<file path="config.mk">
export PLATFORM = sky130hd
export DESIGN_NAME = median_velocity_from_range_history_core
export DESIGN_NICKNAME = d
export VERILOG_FILES = /design/src/rtl/mvrh_pkg.sv /design/src/rtl/median_velocity_from_range_history_core.sv /design/src/rtl/mvrh_ctrl.sv /design/src/rtl/mvrh_dp.sv
export SDC_FILE = /design/constraint.sdc
export NUM_CORES = 2
export LEC_CHECK = 0
export BUFFER_PORTS_ARGS = -buffer_cell sky130_fd_sc_hd__buf_2
export CAP_MARGIN = 20
export CORE_ASPECT_RATIO = 0.9
export CORE_UTILIZATION = 37
export CTS_BUF_LIST = sky130_fd_sc_hd__clkbuf_2
export DETAILED_ROUTE_END_ITERATION = 10
export PLACE_DENSITY_LB_ADDON = 0.15
export SYNTH_ARGS = -nofsm -noshare
export SYNTH_HDL_FRONTEND = slang
export SYNTH_SLANG_ARGS = --single-unit
</file>
<file path="constraint.sdc">
create_clock -name clk -period 15.9 [get_ports clk]
set_clock_uncertainty 0.2 [all_clocks]
set_input_delay 1.59 -clock clk [delete_from_list [all_inputs] [get_ports clk]]
set_output_delay 1.59 -clock clk [all_outputs]
set_load 0.03 [all_outputs]
</file>
<file path="src/rtl/mvrh_pkg.sv">
// Package for the median velocity core: sizes, constants, codes and the
// controller/datapath command and status structs. No dependencies.
package mvrh_pkg;

  localparam int HIST_DEPTH = 16;
  localparam int MAX_PAIRS  = 5;
  localparam int MIN_FRAMES = 5;

  localparam int DIST_W  = 16;
  localparam int STAMP_W = 32;
  localparam int VEL_W   = 32;
  localparam int DDB_W   = 8;
  localparam int VDB_W   = 10;
  localparam int CFG_IDX_W  = 1;
  localparam int CFG_DATA_W = 10;

  localparam int PTR_W   = $clog2(HIST_DEPTH);
  localparam int FRM_W   = $clog2(HIST_DEPTH + 2);
  localparam int NP_W    = $clog2(MAX_PAIRS + 1);
  localparam int SCALE_W = 24;
  localparam int PROD_W  = DIST_W + SCALE_W;
  localparam int DCNT_W  = $clog2(PROD_W);
  localparam int SCNT_W  = $clog2(MAX_PAIRS + 1);

  localparam logic [STAMP_W-1:0] GAP_LOW   = STAMP_W'(1000);
  localparam logic [STAMP_W-1:0] GAP_HIGH  = STAMP_W'(50000);
  localparam logic [SCALE_W-1:0] SCALE_FIX = SCALE_W'(16000000);
  localparam logic [7:0]         FAIL_LIMIT = 8'd10;
  localparam logic [7:0]         FAIL_MAX   = 8'd255;
  localparam logic [DDB_W-1:0]   DDB_RESET  = DDB_W'(2);
  localparam logic [VDB_W-1:0]   VDB_RESET  = VDB_W'(5);

  localparam logic [CFG_IDX_W-1:0] REG_DIST_DB = CFG_IDX_W'(0);
  localparam logic [CFG_IDX_W-1:0] REG_VEL_DB  = CFG_IDX_W'(1);

  typedef enum logic [1:0] {
    OUT_FEW   = 2'd0,
    OUT_NONE  = 2'd1,
    OUT_STILL = 2'd2,
    OUT_MEAS  = 2'd3
  } outcome_t;

  typedef enum logic [3:0] {
    S_IDLE, S_START, S_ADDR, S_CHK, S_MUL, S_DIV, S_STORE, S_SORT, S_FINISH
  } state_t;

  typedef struct packed {
    logic load;
    logic rd;
    logic take;
    logic skip;
    logic mul;
    logic div;
    logic store;
    logic sort;
    logic finish;
  } cmd_t;

  typedef struct packed {
    logic few;
    logic loop_go;
    logic gap_ok;
    logic div_last;
    logic sort_last;
    logic out_free;
  } stat_t;

endpackage

</file>
<file path="src/rtl/median_velocity_from_range_history_core.sv">
// Top level of the median velocity core: controller plus datapath.
// Depends on mvrh_pkg, mvrh_ctrl, mvrh_dp.
//
//  channel  direction  handshake            word
//  in       input      in_valid/in_ready    distance_cm, stamp_us
//  out      output     out_valid/out_ready  velocity, calc_error, outcome
//  cfg      input      cfg_valid/cfg_ready  cfg_index, cfg_data
//
// One word at a time. Under 5 frames the word goes straight to the finish step.
// Otherwise each even history slot is checked, each valid pair runs a 40-step
// restoring divider, and then 5 sort passes run.
// Sync reset clears history pointer, counts, flags and loads register defaults.
// A result held in the output register lets the next word in; the finish step
// waits only if that register is still full. cfg is always ready.
module median_velocity_from_range_history_core (
  input  logic                              clk,
  input  logic                              rst,
  input  logic                              in_valid,
  output logic                              in_ready,
  input  logic [mvrh_pkg::DIST_W-1:0]       distance_cm,
  input  logic [mvrh_pkg::STAMP_W-1:0]      stamp_us,
  output logic                              out_valid,
  input  logic                              out_ready,
  output logic signed [mvrh_pkg::VEL_W-1:0] velocity,
  output logic                              calc_error,
  output logic [1:0]                        outcome,
  input  logic                              cfg_valid,
  output logic                              cfg_ready,
  input  logic [mvrh_pkg::CFG_IDX_W-1:0]    cfg_index,
  input  logic [mvrh_pkg::CFG_DATA_W-1:0]   cfg_data
);
  import mvrh_pkg::*;

  cmd_t  cmd;
  stat_t st;

  assign cfg_ready = 1'b1;

  mvrh_ctrl u_ctrl (
    .clk      (clk),
    .rst      (rst),
    .in_valid (in_valid),
    .in_ready (in_ready),
    .st       (st),
    .cmd      (cmd)
  );

  mvrh_dp u_dp (
    .clk         (clk),
    .rst         (rst),
    .cmd         (cmd),
    .st          (st),
    .distance_cm (distance_cm),
    .stamp_us    (stamp_us),
    .cfg_valid   (cfg_valid),
    .cfg_index   (cfg_index),
    .cfg_data    (cfg_data),
    .out_valid   (out_valid),
    .out_ready   (out_ready),
    .velocity    (velocity),
    .calc_error  (calc_error),
    .outcome     (outcome)
  );

  a_busy_after_accept: assert property (@(posedge clk) disable iff (rst)
    in_valid && in_ready |=> !in_ready)
    else $error("accepted a word while busy");

  a_few_zero: assert property (@(posedge clk) disable iff (rst)
    out_valid && outcome == OUT_FEW |-> velocity == '0)
    else $error("too-few result not zero");

  a_still_clean: assert property (@(posedge clk) disable iff (rst)
    out_valid && outcome == OUT_STILL |-> velocity == '0 && !calc_error)
    else $error("still result wrong");

  a_meas_no_err: assert property (@(posedge clk) disable iff (rst)
    out_valid && outcome == OUT_MEAS |-> !calc_error)
    else $error("measured result flags error");

endmodule

</file>
<file path="src/rtl/mvrh_ctrl.sv">
// Controller state machine for the median velocity core.
// Depends on mvrh_pkg; drives mvrh_dp through cmd_t, watches stat_t.
module mvrh_ctrl (
  input  logic           clk,
  input  logic           rst,
  input  logic           in_valid,
  output logic           in_ready,
  input  mvrh_pkg::stat_t st,
  output mvrh_pkg::cmd_t  cmd
);
  import mvrh_pkg::*;

  state_t state, state_next;

  always_ff @(posedge clk) begin
    if (rst) state <= S_IDLE;
    else     state <= state_next;
  end

  always_comb begin
    state_next = state;
    unique case (state)
      S_IDLE:   if (in_valid) state_next = S_START;
      S_START:  state_next = st.few ? S_FINISH : S_ADDR;
      S_ADDR:   state_next = st.loop_go ? S_CHK : S_SORT;
      S_CHK:    state_next = st.gap_ok ? S_MUL : S_ADDR;
      S_MUL:    state_next = S_DIV;
      S_DIV:    if (st.div_last) state_next = S_STORE;
      S_STORE:  state_next = S_ADDR;
      S_SORT:   if (st.sort_last) state_next = S_FINISH;
      S_FINISH: if (st.out_free) state_next = S_IDLE;
      default:  state_next = S_IDLE;
    endcase
  end

  always_comb begin
    cmd      = '0;
    in_ready = 1'b0;
    unique case (state)
      S_IDLE: begin
        in_ready = 1'b1;
        cmd.load = in_valid;
      end
      S_START:  ;
      S_ADDR:   cmd.rd = st.loop_go;
      S_CHK: begin
        cmd.take = st.gap_ok;
        cmd.skip = !st.gap_ok;
      end
      S_MUL:    cmd.mul = 1'b1;
      S_DIV:    cmd.div = 1'b1;
      S_STORE:  cmd.store = 1'b1;
      S_SORT:   cmd.sort = 1'b1;
      S_FINISH: cmd.finish = st.out_free;
      default:  ;
    endcase
  end

endmodule

</file>
<file path="src/rtl/mvrh_dp.sv">
// Datapath: frame history memory, pair check, multiply, serial divider,
// sort network, result logic and output register. Depends on mvrh_pkg.
module mvrh_dp (
  input  logic                            clk,
  input  logic                            rst,
  input  mvrh_pkg::cmd_t                  cmd,
  output mvrh_pkg::stat_t                 st,
  input  logic [mvrh_pkg::DIST_W-1:0]     distance_cm,
  input  logic [mvrh_pkg::STAMP_W-1:0]    stamp_us,
  input  logic                            cfg_valid,
  input  logic [mvrh_pkg::CFG_IDX_W-1:0]  cfg_index,
  input  logic [mvrh_pkg::CFG_DATA_W-1:0] cfg_data,
  output logic                            out_valid,
  input  logic                            out_ready,
  output logic signed [mvrh_pkg::VEL_W-1:0] velocity,
  output logic                            calc_error,
  output logic [1:0]                      outcome
);
  import mvrh_pkg::*;

  logic [DIST_W+STAMP_W-1:0] mem [HIST_DEPTH];
  logic [DIST_W+STAMP_W-1:0] rd_word;
  logic [PTR_W-1:0]   head, head_next;
  logic [FRM_W-1:0]   frames;
  logic [FRM_W-1:0]   idx;
  logic [NP_W-1:0]    npairs;
  logic [NP_W-1:0]    nsmall;
  logic [DIST_W-1:0]  new_d;
  logic [STAMP_W-1:0] new_s;
  logic [DDB_W-1:0]   ddb;
  logic [VDB_W-1:0]   vdb;
  logic signed [VEL_W-1:0] prev_vel;
  logic [7:0]         fail_cnt;
  logic               err_flag;

  logic [DIST_W-1:0]  abs_dd;
  logic               neg;
  logic [STAMP_W-1:0] gap_r;
  logic [PROD_W-1:0]  quo;
  logic [STAMP_W-1:0] rem;
  logic [DCNT_W-1:0]  dcnt;
  logic [SCNT_W-1:0]  scnt;
  logic signed [VEL_W-1:0] vals [MAX_PAIRS];
  logic signed [VEL_W-1:0] vals_sw [MAX_PAIRS];

  logic [DIST_W-1:0]  old_d;
  logic [STAMP_W-1:0] old_s, gap;
  logic [DIST_W:0]    dd;
  logic [DIST_W-1:0]  ad;
  logic [STAMP_W:0]   sh;
  logic [PTR_W-1:0]   rd_addr;

  assign head_next = head + PTR_W'(1);
  assign rd_addr   = head - idx[PTR_W-1:0];
  assign old_d     = rd_word[DIST_W+STAMP_W-1:STAMP_W];
  assign old_s     = rd_word[STAMP_W-1:0];
  assign gap       = new_s - old_s;
  assign dd        = {1'b0, new_d} - {1'b0, old_d};
  assign ad        = dd[DIST_W] ? DIST_W'(-dd) : dd[DIST_W-1:0];
  assign sh        = {rem, quo[PROD_W-1]};

  assign st.few       = frames < FRM_W'(MIN_FRAMES);
  assign st.loop_go   = (idx < frames) && (idx < FRM_W'(HIST_DEPTH))
                        && (npairs < NP_W'(MAX_PAIRS));
  assign st.gap_ok    = (gap > GAP_LOW) && (gap < GAP_HIGH);
  assign st.div_last  = dcnt == DCNT_W'(PROD_W - 1);
  assign st.sort_last = scnt == SCNT_W'(MAX_PAIRS - 1);
  assign st.out_free  = !out_valid || out_ready;

  always_ff @(posedge clk) begin
    if (cmd.load) mem[head_next] <= {distance_cm, stamp_us};
    if (cmd.rd)   rd_word <= mem[rd_addr];
  end

  always_ff @(posedge clk) begin
    if (rst) begin
      ddb <= DDB_RESET;
      vdb <= VDB_RESET;
    end else if (cfg_valid) begin
      if (cfg_index == REG_DIST_DB) ddb <= cfg_data[DDB_W-1:0];
      if (cfg_index == REG_VEL_DB)  vdb <= cfg_data[VDB_W-1:0];
    end
  end

  // odd-even transposition pass
  always_comb begin
    for (int k = 0; k < MAX_PAIRS; k++) vals_sw[k] = vals[k];
    for (int k = 0; k < MAX_PAIRS - 1; k++) begin
      if ((k % 2) == int'(scnt[0]) && vals[k] > vals[k+1]) begin
        vals_sw[k]   = vals[k+1];
        vals_sw[k+1] = vals[k];
      end
    end
  end

  logic signed [VEL_W-1:0] med, med_db;
  logic [VEL_W:0]          med_mag;
  logic                    still;
  assign med     = vals[npairs >> 1];
  assign med_mag = med[VEL_W-1] ? (VEL_W+1)'(-{med[VEL_W-1], med})
                                : (VEL_W+1)'({1'b0, med});
  assign med_db  = (med_mag <= (VEL_W+1)'({vdb, 4'b0})) ? '0 : med;
  assign still   = nsmall >= (npairs >> 1) + NP_W'(1);

  always_ff @(posedge clk) begin
    if (rst) begin
      head      <= '0;
      frames    <= '0;
      prev_vel  <= '0;
      fail_cnt  <= '0;
      err_flag  <= 1'b0;
      out_valid <= 1'b0;
      idx       <= '0;
      npairs    <= '0;
      nsmall    <= '0;
      dcnt      <= '0;
      scnt      <= '0;
    end else begin
      if (out_valid && out_ready) out_valid <= 1'b0;
      if (cmd.load) begin
        head   <= head_next;
        new_d  <= distance_cm;
        new_s  <= stamp_us;
        if (frames < FRM_W'(HIST_DEPTH)) frames <= frames + FRM_W'(1);
        idx    <= FRM_W'(2);
        npairs <= '0;
        nsmall <= '0;
        scnt   <= '0;
        for (int k = 0; k < MAX_PAIRS; k++) vals[k] <= {1'b0, {(VEL_W-1){1'b1}}};
      end
      if (cmd.skip) idx <= idx + FRM_W'(2);
      if (cmd.take) begin
        abs_dd <= ad;
        neg    <= dd[DIST_W];
        gap_r  <= gap;
        if ({{(DDB_W){1'b0}}, ad} <= {{(DIST_W){1'b0}}, ddb}) nsmall <= nsmall + NP_W'(1);
      end
      if (cmd.mul) begin
        quo  <= PROD_W'(abs_dd) * PROD_W'(SCALE_FIX);
        rem  <= '0;
        dcnt <= '0;
      end
      if (cmd.div) begin
        dcnt <= dcnt + DCNT_W'(1);
        if (sh >= {1'b0, gap_r}) begin
          rem <= STAMP_W'(sh - {1'b0, gap_r});
          quo <= {quo[PROD_W-2:0], 1'b1};
        end else begin
          rem <= sh[STAMP_W-1:0];
          quo <= {quo[PROD_W-2:0], 1'b0};
        end
      end
      if (cmd.store) begin
        vals[npairs] <= neg ? -VEL_W'(quo[VEL_W-1:0]) : VEL_W'(quo[VEL_W-1:0]);
        npairs <= npairs + NP_W'(1);
        idx    <= idx + FRM_W'(2);
      end
      if (cmd.sort) begin
        scnt <= scnt + SCNT_W'(1);
        for (int k = 0; k < MAX_PAIRS; k++) vals[k] <= vals_sw[k];
      end
      if (cmd.finish) begin
        out_valid <= 1'b1;
        priority if (st.few) begin
          velocity   <= '0;
          calc_error <= err_flag;
          outcome    <= OUT_FEW;
        end else if (npairs == '0) begin
          velocity <= prev_vel;
          outcome  <= OUT_NONE;
          if (fail_cnt < FAIL_MAX) begin
            fail_cnt   <= fail_cnt + 8'd1;
            err_flag   <= (fail_cnt + 8'd1) > FAIL_LIMIT;
            calc_error <= (fail_cnt + 8'd1) > FAIL_LIMIT;
          end else begin
            err_flag   <= 1'b1;
            calc_error <= 1'b1;
          end
        end else if (still) begin
          velocity   <= '0;
          prev_vel   <= '0;
          fail_cnt   <= '0;
          err_flag   <= 1'b0;
          calc_error <= 1'b0;
          outcome    <= OUT_STILL;
        end else begin
          velocity   <= med_db;
          prev_vel   <= med_db;
          fail_cnt   <= '0;
          err_flag   <= 1'b0;
          calc_error <= 1'b0;
          outcome    <= OUT_MEAS;
        end
      end
    end
  end

endmodule

</file>
==> key figures <==
Timing
  – Tcrit/Tclk final: 0.4026
  – Max-slew violations: 0
  – Peak Freq: 0.1562 GHz
  – RSZ-0062 raised after global routing: no
  – Setup TNS: 0 ns
  – Final setup viols: 0
  – Worst slew pin tran: 1.186 ns
  – Final hold vios: 0
  – Relative slew slack: 0.2075
  – Period minus WS final: 6.401 ns

Setup path
  – Critical Path Fanout Max: 33
  – Crit Path Class: flip-flop to flip-flop
  – Crit path DAT: 7.68 ns
  – CP Capture Type: flip-flop
  – Data required, critical path: 17.17 ns
  – Startpoint types: flip-flop

Synth
  – Seq/Total Area, Yosys: 0.5721
  – Mapped Nets: 5425
  – Syn Inst Count: 4942
  – Fraction of registers with async set/reset: 0
  – Syn. warnings: 0
  – Synth Register Bits: 1274
  – Post-synth EDFFs: 1180
  – Distinct cell type count after synthesis: 95
  – Post-synthesis cell area: 0.06522 mm^2
  – Predominant post-synthesis flop cell: edfxtp_1
  – Avg Cell Area, Syn: 13.20 um^2

Run
  – Max Cap Violations: 0

Run status
  – Status: finished, final reports clean

Clocking
  – Clock buffer depth: 4
  – Clock Sinks: 1274
  – Root Driver: clkbuf_2
  – Clock Latency Late Sink: 1.83 ns
  – Setup Buffers After CTS: 0
  – Clock transition at path regs: 0.10 ns
  – CTS Hold Buffers Added: 82
  – CTS Buf Count: 349
  – H-Tree Depth: 5
  – CTS resizes: 0
  – CTS tree: done

Detailed routing
  – Final WL: 181.9 mm
  – 1st-iter DRT viols: 3867
  – Remaining antenna violation count: 0
  – Vias per cell: 5.514
  – Via count: 43520
  – WL/cell: 23.05 um
  – DR pass1 iterations: 5
  – Residual DRC: 0

Pwr
  – LEAKAGE: 26.59 nW
  – Worst-case vdd ir drop: 102.9 uV
  – Tot Pwr: 7.468 mW
  – Cell Pwr Density: 103.3 mW/mm^2

Layout
  – FILL cells: 16490
  – Most common cell after layout, fill and taps aside: edfxtp_1
  – Area growth syn-to-layout: 10.82%
  – NumNets Final: 5769
  – Commonest cells after routing, fill and taps aside: 1180 x edfxtp_1, 503 x clkbuf_2, 404 x inv_1, 360 x ha_1, 301 x nand2_1
  – Design area: 0.07228 mm^2
  – Share of layout cells above drive strength 1: 0.1829

Floorplanning
  – Die height: 400.3 um
  – DIE WIDTH: 444.6 um
  – Starting Density: 0.3741
  – I/O pin cnt: 102
  – Die area: 0.1780 mm^2
  – Core area: 0.1743 mm^2
  – Placement Rows: 145

GRT
  – Pin count of the biggest net entering global routing: 112
  – Antenna violations before repair: 11
  – First-pass GRT wire length: 274.7 mm
  – GR Overflow Total: 0
  – Via count of the first global-routing pass: 43370
  – Gr usage total: 0.2022

Place
  – Final Wtd Congestion: 0.8473
  – HPWL Detailed: 111.2 mm
  – I/O Buffers: 100
  – Cell Area, Placed: 0.06850 mm^2

Hold path
  – Hold Path Class: flip-flop to flip-flop
-- state kept, by name, summed over array words and instances (netlist names), 10 cells and up, named ones only --
name           flops
u_dp.velocity     32
u_dp.new_s        32
u_dp.abs_dd       16
u_dp.rd_word      48
u_dp.mem         768
u_dp.vdb          10
u_dp.vals        160
u_dp.gap_r        32
u_dp.prev_vel     32
u_dp.quo          40
u_dp.new_d        16
u_dp.rem          32
-- final timing paths --
| check | from | end | slack, ns | cells past startpoint |
|---|---|---|---|---|
| worst min register to register | u_dp.ddb[5]$_SDFFE_PP0P_ | u_dp.ddb[5]$_SDFFE_PP0P_ | 0.26 | 2 |
| worst max-delay path | flip-flop | u_dp.velocity[21]$_SDFFCE_PP0P_ | 9.50 | 18 |
| worst max register to register | flip-flop | u_dp.velocity[21]$_SDFFCE_PP0P_ | 9.50 | 18 |
| worst min-delay path | u_dp.ddb[5]$_SDFFE_PP0P_ | u_dp.ddb[5]$_SDFFE_PP0P_ | 0.26 | 2 |
-- cell families after synthesis --
logic type | count (synthesis) | share of synthesized area
AOI/OAI and AO/OA | 1050 | 0.1105
xor gates and xnor gates | 143 | 0.01920
buffers and inverters | 660 | 0.03925
other | 2 | 0.0001151
and+or+nand+nor | 1128 | 0.08790
DFF | 1274 | 0.5721
adders and majority gates | 419 | 0.08717
muxes | 266 | 0.08376
-- per-stage QoR --
stage / cells / util / setup WS (ns) / hold slack, ns
after global placement: 7204 / 0.3929 / 9.495 / 0.2453
after detailed placement: 7204 / 0.3929 / 9.514 / 0.2499
after floorplan: 4942 / - / 6.875 / 0.2363
after global routing: 7889 / 0.4145 / 9.056 / 0.2679
after CTS: 7880 / 0.4143 / 9.447 / 0.1853
final: 7892 / 0.4146 / 9.499 / 0.2638
-- Yosys cell counts, types with 29 or more instances --
master / instances / area, um^2
buf_1: 37 / 138.9
mux2i_1: 35 / 350.3
a22oi_1: 33 / 247.7
mux4_2: 223 / 5022
and2_1: 75 / 469.2
a21o_1: 84 / 630.6
fa_1: 59 / 1181
a31oi_1: 101 / 631.9
a22o_1: 65 / 569.3
clkbuf_1: 203 / 762.0
nand4_1: 114 / 713.2
nand3_1: 146 / 730.7
inv_1: 404 / 1516
a21oi_1: 227 / 1136
edfxtp_1: 1180 / 35430
a32oi_1: 95 / 832.1
o21ai_0: 151 / 755.7
a211oi_1: 69 / 518.0
o21a_1: 43 / 322.8
nor2b_1: 32 / 200.2
nor3_1: 58 / 290.3
nand2_1: 302 / 1134
ha_1: 360 / 4504
nor2_1: 206 / 773.2
dfxtp_1: 94 / 1882
xor2_1: 49 / 429.2
xnor2_1: 94 / 823.3
and3_1: 29 / 181.4
-- cell type report --
type / count / area, um^2 / area share
repair buffers: 248 / 1854 / 0.02565
clock buffers: 503 / 2517 / 0.03483
flip-flops and latches: 1274 / 37320 / 0.5163
inverters: 405 / 1520 / 0.02103
multi-input cells: 3008 / 25710 / 0.3556
well taps: 2352 / 2943 / 0.04071
diodes: 11 / 27.53 / 0.0003808
clock inverters: 91 / 391.6 / 0.005418
-- metal layers --
metal,global-route usage,part of all wire,vias up
met5,0,0.00030,-
met4,0.05481,0.019,10
met3,0.04143,0.061,296
met2,0.3008,0.44,1403
met1,0.2984,0.48,21850
li1,-,-,19960
-- worst max-delay path, stage by stage (launching register included) --
cell	delay, ns
dfxtp_2	0.33
buf_4	0.57
mux4_2	0.65
or4_1	0.70
nor4b_4	0.57
nand2b_1	0.14
or3_1	0.35
nand2_1	0.10
xnor2_1	0.13
ha_1	0.26
nand4_1	0.11
a21oi_1	0.06
o311ai_0	0.34
a21oi_1	0.11
or3_1	0.41
nor4_4	0.44
nor3_4	0.11
buf_4	0.27
a22o_1	0.23
-- where the power goes --
group          total [mW]  switching (mW)  internal [mW]
clock network        2.26            1.41          0.858
logic                1.37           0.831          0.543
registers            3.83          0.0510           3.78
No activity file was read; power rests on OpenSTA's default activity.
